<file path="src/hdl/latency_histogram_fail_counters_defines.svh">
// Assertion macros shared by the histogram block.
`ifndef LATENCY_HISTOGRAM_FAIL_COUNTERS_DEFINES_SVH
`define LATENCY_HISTOGRAM_FAIL_COUNTERS_DEFINES_SVH

`ifndef SYNTH
// Same-cycle implication under reset.
`define LHFC_ASSERT_NOW(label, clk, rst_n, ante, cons) \
    label: assert property (@(posedge clk) disable iff (!rst_n) (ante) |-> (cons)) \
        else $error("lhfc assertion failed");
// Next-cycle implication under reset.
`define LHFC_ASSERT_NEXT(label, clk, rst_n, ante, cons) \
    label: assert property (@(posedge clk) disable iff (!rst_n) (ante) |=> (cons)) \
        else $error("lhfc assertion failed");
`else
`define LHFC_ASSERT_NOW(label, clk, rst_n, ante, cons)
`define LHFC_ASSERT_NEXT(label, clk, rst_n, ante, cons)
`endif

`endif

</file>
<file path="src/hdl/lhfc_pkg.sv">
package lhfc_pkg;

    localparam int NUM_BUCKETS = 11;
    localparam int NUM_REASONS = 9;
    localparam int NUM_SLOTS   = NUM_BUCKETS + NUM_REASONS + 3;

    localparam int LAT_W  = 31;
    localparam int CNT_W  = 64;
    localparam int SLOT_W = 5;
    localparam int BKT_W  = $clog2(NUM_BUCKETS);
    localparam int RSN_W  = $clog2(NUM_REASONS);

    localparam logic [SLOT_W-1:0] COUNT_SLOT  = SLOT_W'(NUM_BUCKETS);
    localparam logic [SLOT_W-1:0] SUM_SLOT    = SLOT_W'(NUM_BUCKETS + 1);
    localparam logic [SLOT_W-1:0] REASON_BASE = SLOT_W'(NUM_BUCKETS + 2);
    localparam logic [SLOT_W-1:0] LAST_SLOT   = SLOT_W'(NUM_SLOTS - 1);

    localparam int FIFO_DEPTH = 4;
    localparam int FPTR_W     = $clog2(FIFO_DEPTH);
    localparam int FCNT_W     = $clog2(FIFO_DEPTH + 1);

    // One classified item travelling from the front end to the counter engine.
    typedef struct packed {
        logic             snap;
        logic [BKT_W-1:0] bucket;
        logic [LAT_W-1:0] lat;
        logic             fail;
        logic [RSN_W-1:0] reason;
    } t_op;

    typedef enum logic {
        BK_IDLE,
        BK_STREAM
    } t_back_state;

    // Upper bucket bounds in whole microseconds; bounds past the table are open.
    function automatic logic [31:0] bound_us(input int unsigned idx);
        logic [31:0] b;
        unique case (idx)
            0:       b = 32'd5000;
            1:       b = 32'd10000;
            2:       b = 32'd25000;
            3:       b = 32'd50000;
            4:       b = 32'd100000;
            5:       b = 32'd250000;
            6:       b = 32'd500000;
            7:       b = 32'd1000000;
            8:       b = 32'd2500000;
            9:       b = 32'd5000000;
            10:      b = 32'd10000000;
            default: b = 32'hFFFF_FFFF;
        endcase
        return b;
    endfunction

endpackage

</file>
<file path="src/hdl/latency_histogram_fail_counters.sv">
// Latency histogram with failure-reason counters.
//
// Input channel (i_valid/o_ready): each transfer is a record (i_action = 0)
// or a snapshot request (i_action = 1). A record drops the clamped latency
// into one of eleven buckets (5 ms .. 5 s, overflow into the last), bumps
// the sample count and the microsecond sum, and on a failure bumps the
// reason counter and the failure total. A record produces no output.
// Output channel (o_valid/i_ready): a snapshot streams 23 transfers, slot 0
// to 22 (buckets, count, sum, reasons, failure total), o_last on slot 22.
//
// A front end classifies each item combinationally into a 4-entry queue; a
// counter engine behind it applies one record per cycle or streams one
// snapshot slot per cycle through a single output register while the
// receiver takes them. Records sustain one per cycle while no snapshot
// streams; a snapshot holds the engine while it pops it and streams its 23
// slots, and the queue keeps taking items. A snapshot's first result passes
// the queue, the pop into the stream state and the output register; a record counts when it is popped.
// When the receiver stalls, the output register holds and the slot walk
// halts; the queue fills and o_ready drops once four items wait.
// Reset clears every counter, the queue and the output valid flag.
module latency_histogram_fail_counters (
    input  logic                         i_clk,
    input  logic                         i_rst_n,
    input  logic                         i_valid,
    output logic                         o_ready,
    input  logic                         i_action,
    input  logic signed [31:0]           i_latency_us,
    input  logic                         i_ok,
    input  logic [3:0]                   i_reason_code,
    output logic                         o_valid,
    input  logic                         i_ready,
    output logic [lhfc_pkg::SLOT_W-1:0]  o_slot,
    output logic [lhfc_pkg::CNT_W-1:0]   o_value,
    output logic                         o_last
);

    lhfc_pkg::t_op in_op, head_op;
    logic          q_full, q_empty, q_pop;

    // Classify the incoming item.
    lhfc_front u_front (
        .i_action      (i_action),
        .i_latency_us  (i_latency_us),
        .i_ok          (i_ok),
        .i_reason_code (i_reason_code),
        .o_op          (in_op)
    );

    // Decouple the front end from the counter engine.
    lhfc_fifo u_fifo (
        .i_clk   (i_clk),
        .i_rst_n (i_rst_n),
        .i_push  (i_valid),
        .i_data  (in_op),
        .i_pop   (q_pop),
        .o_head  (head_op),
        .o_full  (q_full),
        .o_empty (q_empty)
    );

    assign o_ready = ~q_full;

    // Apply records, stream snapshots.
    lhfc_back u_back (
        .i_clk   (i_clk),
        .i_rst_n (i_rst_n),
        .i_head  (head_op),
        .i_empty (q_empty),
        .o_pop   (q_pop),
        .o_valid (o_valid),
        .i_ready (i_ready),
        .o_slot  (o_slot),
        .o_value (o_value),
        .o_last  (o_last)
    );

endmodule

</file>
<file path="src/hdl/lhfc_front.sv">
module lhfc_front (
    input  logic                i_action,
    input  logic signed [31:0]  i_latency_us,
    input  logic                i_ok,
    input  logic [3:0]          i_reason_code,
    output lhfc_pkg::t_op       o_op
);

    logic [lhfc_pkg::LAT_W-1:0] lat;
    logic [lhfc_pkg::BKT_W-1:0] bucket;
    logic [lhfc_pkg::RSN_W-1:0] reason;

    // Clamp negatives to zero.
    assign lat = i_latency_us[31] ? '0 : i_latency_us[30:0];

    // Compare bank; the lowest bound that is not exceeded wins.
    always_comb begin
        bucket = lhfc_pkg::BKT_W'(lhfc_pkg::NUM_BUCKETS - 1);
        for (int i = lhfc_pkg::NUM_BUCKETS - 2; i >= 0; i--) begin
            if ({1'b0, lat} <= lhfc_pkg::bound_us(i)) begin
                bucket = lhfc_pkg::BKT_W'(i);
            end
        end
    end

    // Fold unknown codes into the last reason counter.
    assign reason = (i_reason_code >= 4'(lhfc_pkg::NUM_REASONS - 1))
                  ? lhfc_pkg::RSN_W'(lhfc_pkg::NUM_REASONS - 1)
                  : i_reason_code[lhfc_pkg::RSN_W-1:0];

    always_comb begin
        o_op.snap   = i_action;
        o_op.bucket = bucket;
        o_op.lat    = lat;
        o_op.fail   = ~i_ok;
        o_op.reason = reason;
    end

endmodule

</file>
<file path="src/hdl/lhfc_fifo.sv">
module lhfc_fifo (
    input  logic          i_clk,
    input  logic          i_rst_n,
    input  logic          i_push,
    input  lhfc_pkg::t_op i_data,
    input  logic          i_pop,
    output lhfc_pkg::t_op o_head,
    output logic          o_full,
    output logic          o_empty
);

    lhfc_pkg::t_op                r_mem [lhfc_pkg::FIFO_DEPTH];
    logic [lhfc_pkg::FPTR_W-1:0]  r_wr_ptr, r_rd_ptr;
    logic [lhfc_pkg::FCNT_W-1:0]  r_count;
    logic                         push, pop;

    assign o_full  = (r_count == lhfc_pkg::FCNT_W'(lhfc_pkg::FIFO_DEPTH));
    assign o_empty = (r_count == '0);
    assign push    = i_push & ~o_full;
    assign pop     = i_pop & ~o_empty;
    assign o_head  = r_mem[r_rd_ptr];

    always_ff @(posedge i_clk) begin
        if (push) begin
            r_mem[r_wr_ptr] <= i_data;
        end
    end

    always_ff @(posedge i_clk) begin
        if (!i_rst_n) begin
            r_wr_ptr <= '0;
            r_rd_ptr <= '0;
            r_count  <= '0;
        end else begin
            if (push) r_wr_ptr <= r_wr_ptr + 1'b1;
            if (pop)  r_rd_ptr <= r_rd_ptr + 1'b1;
            if (push && !pop) r_count <= r_count + 1'b1;
            else if (pop && !push) r_count <= r_count - 1'b1;
        end
    end

endmodule

</file>
<file path="src/hdl/lhfc_back.sv">
`include "latency_histogram_fail_counters_defines.svh"

module lhfc_back (
    input  logic                         i_clk,
    input  logic                         i_rst_n,
    input  lhfc_pkg::t_op                i_head,
    input  logic                         i_empty,
    output logic                         o_pop,
    output logic                         o_valid,
    input  logic                         i_ready,
    output logic [lhfc_pkg::SLOT_W-1:0]  o_slot,
    output logic [lhfc_pkg::CNT_W-1:0]   o_value,
    output logic                         o_last
);

    lhfc_pkg::t_back_state        r_state, n_state;
    logic [lhfc_pkg::SLOT_W-1:0]  r_idx;
    logic [lhfc_pkg::CNT_W-1:0]   r_bucket [lhfc_pkg::NUM_BUCKETS];
    logic [lhfc_pkg::CNT_W-1:0]   r_reason [lhfc_pkg::NUM_REASONS];
    logic [lhfc_pkg::CNT_W-1:0]   r_count, r_sum, r_fail_total;
    logic                         r_out_valid, n_out_valid;
    logic [lhfc_pkg::SLOT_W-1:0]  r_slot;
    logic [lhfc_pkg::CNT_W-1:0]   r_value, sel_value;
    logic                         r_last;
    logic                         adv, load, rec;
    logic [lhfc_pkg::SLOT_W-1:0]  rsn_off;

    assign adv = ~r_out_valid | i_ready;
    assign rec = (r_state == lhfc_pkg::BK_IDLE) & ~i_empty & ~i_head.snap;

    always_ff @(posedge i_clk) begin
        if (!i_rst_n) begin
            r_state     <= lhfc_pkg::BK_IDLE;
            r_out_valid <= 1'b0;
        end else begin
            r_state     <= n_state;
            r_out_valid <= n_out_valid;
        end
    end

    always_comb begin
        n_state     = r_state;
        n_out_valid = r_out_valid & ~i_ready;
        o_pop       = 1'b0;
        load        = 1'b0;
        unique case (r_state)
            lhfc_pkg::BK_IDLE: begin
                if (!i_empty) begin
                    o_pop = 1'b1;
                    if (i_head.snap) n_state = lhfc_pkg::BK_STREAM;
                end
            end
            lhfc_pkg::BK_STREAM: begin
                if (adv) begin
                    load        = 1'b1;
                    n_out_valid = 1'b1;
                    if (r_idx == lhfc_pkg::LAST_SLOT) n_state = lhfc_pkg::BK_IDLE;
                end
            end
            default: n_state = lhfc_pkg::BK_IDLE;
        endcase
    end

    // Slot walk: restart on each snapshot, advance per loaded result.
    always_ff @(posedge i_clk) begin
        if (!i_rst_n) begin
            r_idx <= '0;
        end else if (r_state == lhfc_pkg::BK_IDLE) begin
            r_idx <= '0;
        end else if (load) begin
            r_idx <= r_idx + 1'b1;
        end
    end

    // Counter bank, all wrapping at 64 bits.
    always_ff @(posedge i_clk) begin
        if (!i_rst_n) begin
            for (int i = 0; i < lhfc_pkg::NUM_BUCKETS; i++) r_bucket[i] <= '0;
            for (int i = 0; i < lhfc_pkg::NUM_REASONS; i++) r_reason[i] <= '0;
            r_count      <= '0;
            r_sum        <= '0;
            r_fail_total <= '0;
        end else if (rec) begin
            r_bucket[i_head.bucket] <= r_bucket[i_head.bucket] + 1'b1;
            r_count <= r_count + 1'b1;
            r_sum   <= r_sum + lhfc_pkg::CNT_W'(i_head.lat);
            if (i_head.fail) begin
                r_reason[i_head.reason] <= r_reason[i_head.reason] + 1'b1;
                r_fail_total            <= r_fail_total + 1'b1;
            end
        end
    end

    assign rsn_off = r_idx - lhfc_pkg::REASON_BASE;

    always_comb begin
        if (r_idx < lhfc_pkg::COUNT_SLOT) begin
            sel_value = r_bucket[r_idx[lhfc_pkg::BKT_W-1:0]];
        end else if (r_idx == lhfc_pkg::COUNT_SLOT) begin
            sel_value = r_count;
        end else if (r_idx == lhfc_pkg::SUM_SLOT) begin
            sel_value = r_sum;
        end else if (r_idx < lhfc_pkg::LAST_SLOT) begin
            sel_value = r_reason[rsn_off[lhfc_pkg::RSN_W-1:0]];
        end else begin
            sel_value = r_fail_total;
        end
    end

    always_ff @(posedge i_clk) begin
        if (load) begin
            r_slot  <= r_idx;
            r_value <= sel_value;
            r_last  <= (r_idx == lhfc_pkg::LAST_SLOT);
        end
    end

    assign o_valid = r_out_valid;
    assign o_slot  = r_slot;
    assign o_value = r_value;
    assign o_last  = r_last;

    `LHFC_ASSERT_NOW(a_last_slot, i_clk, i_rst_n, r_out_valid && r_last, r_slot == lhfc_pkg::LAST_SLOT)
    `LHFC_ASSERT_NOW(a_no_rec_in_stream, i_clk, i_rst_n, r_state == lhfc_pkg::BK_STREAM, !rec && !o_pop)
    `LHFC_ASSERT_NEXT(a_stream_ends, i_clk, i_rst_n, load && r_idx == lhfc_pkg::LAST_SLOT, r_state == lhfc_pkg::BK_IDLE && r_out_valid && r_last)
    `LHFC_ASSERT_NEXT(a_stream_starts, i_clk, i_rst_n, o_pop && i_head.snap, r_state == lhfc_pkg::BK_STREAM && r_idx == '0)

endmodule
</file>
<file path="config.mk">
export PLATFORM = sky130hd
export DESIGN_NAME = latency_histogram_fail_counters
export DESIGN_NICKNAME = d
export VERILOG_FILES = /design/src/hdl/lhfc_pkg.sv /design/src/hdl/latency_histogram_fail_counters.sv /design/src/hdl/lhfc_front.sv /design/src/hdl/lhfc_fifo.sv /design/src/hdl/lhfc_back.sv
export VERILOG_INCLUDE_DIRS = /design/src /design/src/hdl
export SDC_FILE = /design/constraint.sdc
export NUM_CORES = 2
export LEC_CHECK = 0
export ABC_CLOCK_PERIOD_IN_PS = 9300
export BUFFER_PORTS_ARGS = -buffer_cell sky130_fd_sc_hd__buf_2
export CAP_MARGIN = 10
export CORE_MARGIN = 3
export CORE_UTILIZATION = 60
export DETAILED_ROUTE_END_ITERATION = 7
export PLACE_DENSITY = 0.82
export SYNTH_ARGS = -nofsm -noshare
export SYNTH_HDL_FRONTEND = slang
export SYNTH_HIERARCHICAL = 1
export SYNTH_SLANG_ARGS = --single-unit
</file>
<file path="constraint.sdc">
create_clock -name i_clk -period 9.3 [get_ports i_clk]
set_clock_uncertainty 0.15 [all_clocks]
set_input_delay 0.93 -clock i_clk [delete_from_list [all_inputs] [get_ports i_clk]]
set_output_delay 0.93 -clock i_clk [all_outputs]
set_load 0.02 [all_outputs]
</file>
==> qor.csv <==
stage,metric,value,unit
global_routing,vias in the first global route,83680,
synth,most frequent cells after synthesis,"edfxtp_1 (2218), nor2_1 (1478), mux4_2 (1108), clkbuf_1 (387), nand2_1 (380)",
die,Placeable Area,205400,sq um
layout,area occupied by multi-input gates,48390,sq um
cts,CTS root buf,clkbuf_16,
synth,"area leader, netlist",edfxtp_1,
synth,Post-synth EDFFs,2218,
synth,Synth cell types,102,
synth,"Top FF cell, synth",edfxtp_1,
timing,"Hold Vio Cnt, Final",0,
cts,Skew-Pair Late Insertion Delay,0.91,ns
drt,vias,83790,
timing,final setup fails,0,
synth,Synth Instances,8205,
critical_path,crit path capture type,register,
die,Top Ports,114,
synth,top-area cell type share of the netlist area,0.5350,
flow_run,maxcap violations,0,
timing,fin crit share,0.7676,
cts,Max Root-Sink Buffers,3,
critical_path,Worst path slowest cell,mux4_4,
die,Die H,461.5,microns
synth,Ys Warns,6,
critical_path,WP data arrival,7.54,ns
critical_path,r2r setup slk,2.16,ns
timing,Setup TNS Final,0,ns
critical_path,"slowest stage delay, CP",1.01,ns
power,combinational share of power,0.314,
critical_path,Crit Reg-Reg Endpoint,u_back/r_bucket[11][60]$_DFFE_PP_,
timing,RSZ-0062 raised after global routing,no,
global_routing,largest net degree at the start of global routing,147,
cts,# resized after CTS,0,
cts,cts hold-fix bufs,0,
synth,sequential share of the synthesized area,0.5794,
global_routing,first-pass GRT wire length,552800,microns
drt,first-pass iteration count of the detailed router,8,
synth,top post-synthesis cells by area,"edfxtp_1 (54%), mux4_2 (20%), nor2_1 (4.5%)",
global_routing,initial antenna violation count,16,
outcome,status,"finished, violations left",
layout,register area,72150,sq um
timing,measured slew at the worst slew-check pin,1.320,ns
drt,number of vias per cell,7.651,
drt,Remaining DRCs,2,
cts,CTS buffer count,234,
timing,f_max,0.1401,GHz
worst_hold_path,WHS Path Cells,1,
die,Initial Util,0.6060,
timing,worst setup slack after layout,2.161,ns
power,PwrDens,257.7,nW/um^2
cts,CTS sink cnt,2494,
outcome,failing checks,design-rule violations,
layout,# fillers,13090,
layout,area grow syn2layout,7.970,%
critical_path,CP startpoint kind,register,
synth,mapped cell area,124500,sq um
cts,CTS tree,done,
power,Net Sw Frac,0.3369,
drt,Routed Antenna Nets,0,
drt,final wirelength,380200,microns
critical_path,CP Cell Sequence,mux4_4 -> buf_4 -> buf_4 -> mux2i_1 -> a221oi_1 -> nor2_1 -> o21ai_0 -> nand3_1 -> or4_1 -> nor4_1 -> xor2_1 -> nor2_1,
place,Place WS,2.011,ns
critical_path,Crit. path cell count,12,
worst_hold_path,WHS Endpoint,u_fifo/r_mem[3][40]$_DFFE_PP_,
power,leakage power,45.45,nW
power,Worst VDD drop,0.2698,mV
die,DIE AREA,213000,sq um
layout,Layout Nets,8132,
synth,synthesized area per cell,15.17,sq um
global_routing,Total GRT Usage,0.3558,
synth,"Async S/R FF share, synth",0,
timing,Final Slew Violations,0,
cts,Post-CTS Setup Bufs,0,
power,Power Internal,22.97,mW
layout,layout cells sized above 1,0.2296,
cts,"CTS clk-pin slew, worst paths",0.07,ns
timing,minimum clock period,7.139,ns
power,Seq pwr share,0.399,
timing,Slew HR,0.1176,
synth,Post-Syn Nets,8292,
critical_path,Worst Setup Path Type,register to register,
die,Die W,461.5,microns
drt,DR WL/cell,34.72,microns
worst_hold_path,HP Class,input pin to register,
critical_path,Reg2Reg Depth,12,
synth,"flops & latches, synth",2494,
power,Switch Pwr,11.67,mW
power,Clk pwr share,0.287,
place,hpwl dp,213200,microns
global_routing,total gr overflow,0,
critical_path,critical path buffer and inverter count,2,
synth,"count leader, synth",edfxtp_1,
critical_path,Top delay family on crit path,simple AND/OR/NAND/NOR gates,
place,Port Buf Inserts,113,
cts,htree depth,4,
critical_path,crit-path max FO,41,
drt,DRT iter0 DRCs,14390,
die,row cnt,166,
place,gpl congestion,0.9465,
critical_path,CP required,9.70,ns
worst_hold_path,min-delay src,i_action,
## per-layer routing
layer,GRT usage,vias to the layer above,routed length [microns]
met5,0,-,104
met4,0.2148,14,28470
met3,0.1185,2003,60590
met2,0.5520,8627,174900
met1,0.4364,41230,116100
li1,-,31920,-
## power groups by stage
stage / clock network, mW / registers, mW / logic (mW)
after global placement: 0 / 13.9 / 10.2
after detailed placement: 0 / 14.0 / 10.4
after CTS: 9.96 / 13.8 / 10.6
after floorplan: 0 / 13.9 / 7.75
after global routing: 10.4 / 13.8 / 11.3
final: 9.94 / 13.8 / 10.9
## kinds of logic after synthesis
kind of cell / share of synthesized area
DFF: 0.5794
xor gates and xnor gates: 0.01918
and+or+nand+nor: 0.08969
buffers and inverters: 0.03632
adders and majority gates: 0.004644
muxes: 0.2317
AOI/OAI and AO/OA: 0.03903
## layout make-up
class                      instances  share of cell area
multi-input combinational       4902              0.3600
timing repair buffer             276             0.01483
clock inverter                   129             0.01125
antenna                            9           0.0001676
clock buffer                     316             0.04802
tap                             2688             0.02502
sequential                      2494              0.5368
inverter                         137            0.003863
## cell usage in the layout (no fill, tap or decap), types with 145 or more instances in the layout
| master | Yosys | final |
|---|---|---|
| a21oi_1 | 178 | 177 |
| buf_4 | 24 | 145 |
| clkbuf_16 | 0 | 235 |
| dfxtp_1 | 276 | 269 |
| edfxtp_1 | 2218 | 2218 |
| mux4_2 | 1108 | 1104 |
| nand2_1 | 380 | 344 |
| nand3_1 | 185 | 183 |
| nor2_1 | 1478 | 1465 |
| o21ai_0 | 200 | 200 |
## per-stage QoR
stage                 util  std cells  cell area [sq um]  power, mW  hold slack (ns)
global placement    0.6154      10500             126400      24.11           0.3011
floorplan                -       8205             124500      21.65           0.2564
global route        0.6542      10940             134400      35.56           0.1103
finish              0.6543      10950             134400      34.64           0.1310
detailed placement  0.6154      10500             126400      24.43           0.3150
CTS                 0.6542      10940             134400      34.33           0.1077
## worst max path at each step
stage / slack (ns) / end
6_report: 2.16 / u_back/r_bucket[11][60]$_DFFE_PP_
5_1_grt: 1.85 / u_back/r_bucket[13][60]$_DFFE_PP_
4_1_cts: 1.84 / u_back/r_bucket[12][57]$_DFFE_PP_
3_5_place_dp: 2.01 / u_back/r_bucket[12][61]$_DFFE_PP_
3_3_place_gp: 2.29 / u_back/r_bucket[12][61]$_DFFE_PP_
2_1_floorplan: 1.32 / u_back/r_bucket[11][0]$_DFFE_PP_
## registers in the layout (all words and copies together), names as in the netlist, 5 cells and up, named ones only
register and flops:
u_back/r_bucket 1024, u_back/r_reason 1024, u_back/o_value 64, u_back/r_fail_total 64, u_back/r_sum 64, u_back/r_idx 5
u_back/o_slot 5, u_back/r_count 64, u_fifo/r_mem 164
No activity file was read; power rests on OpenSTA's default activity.
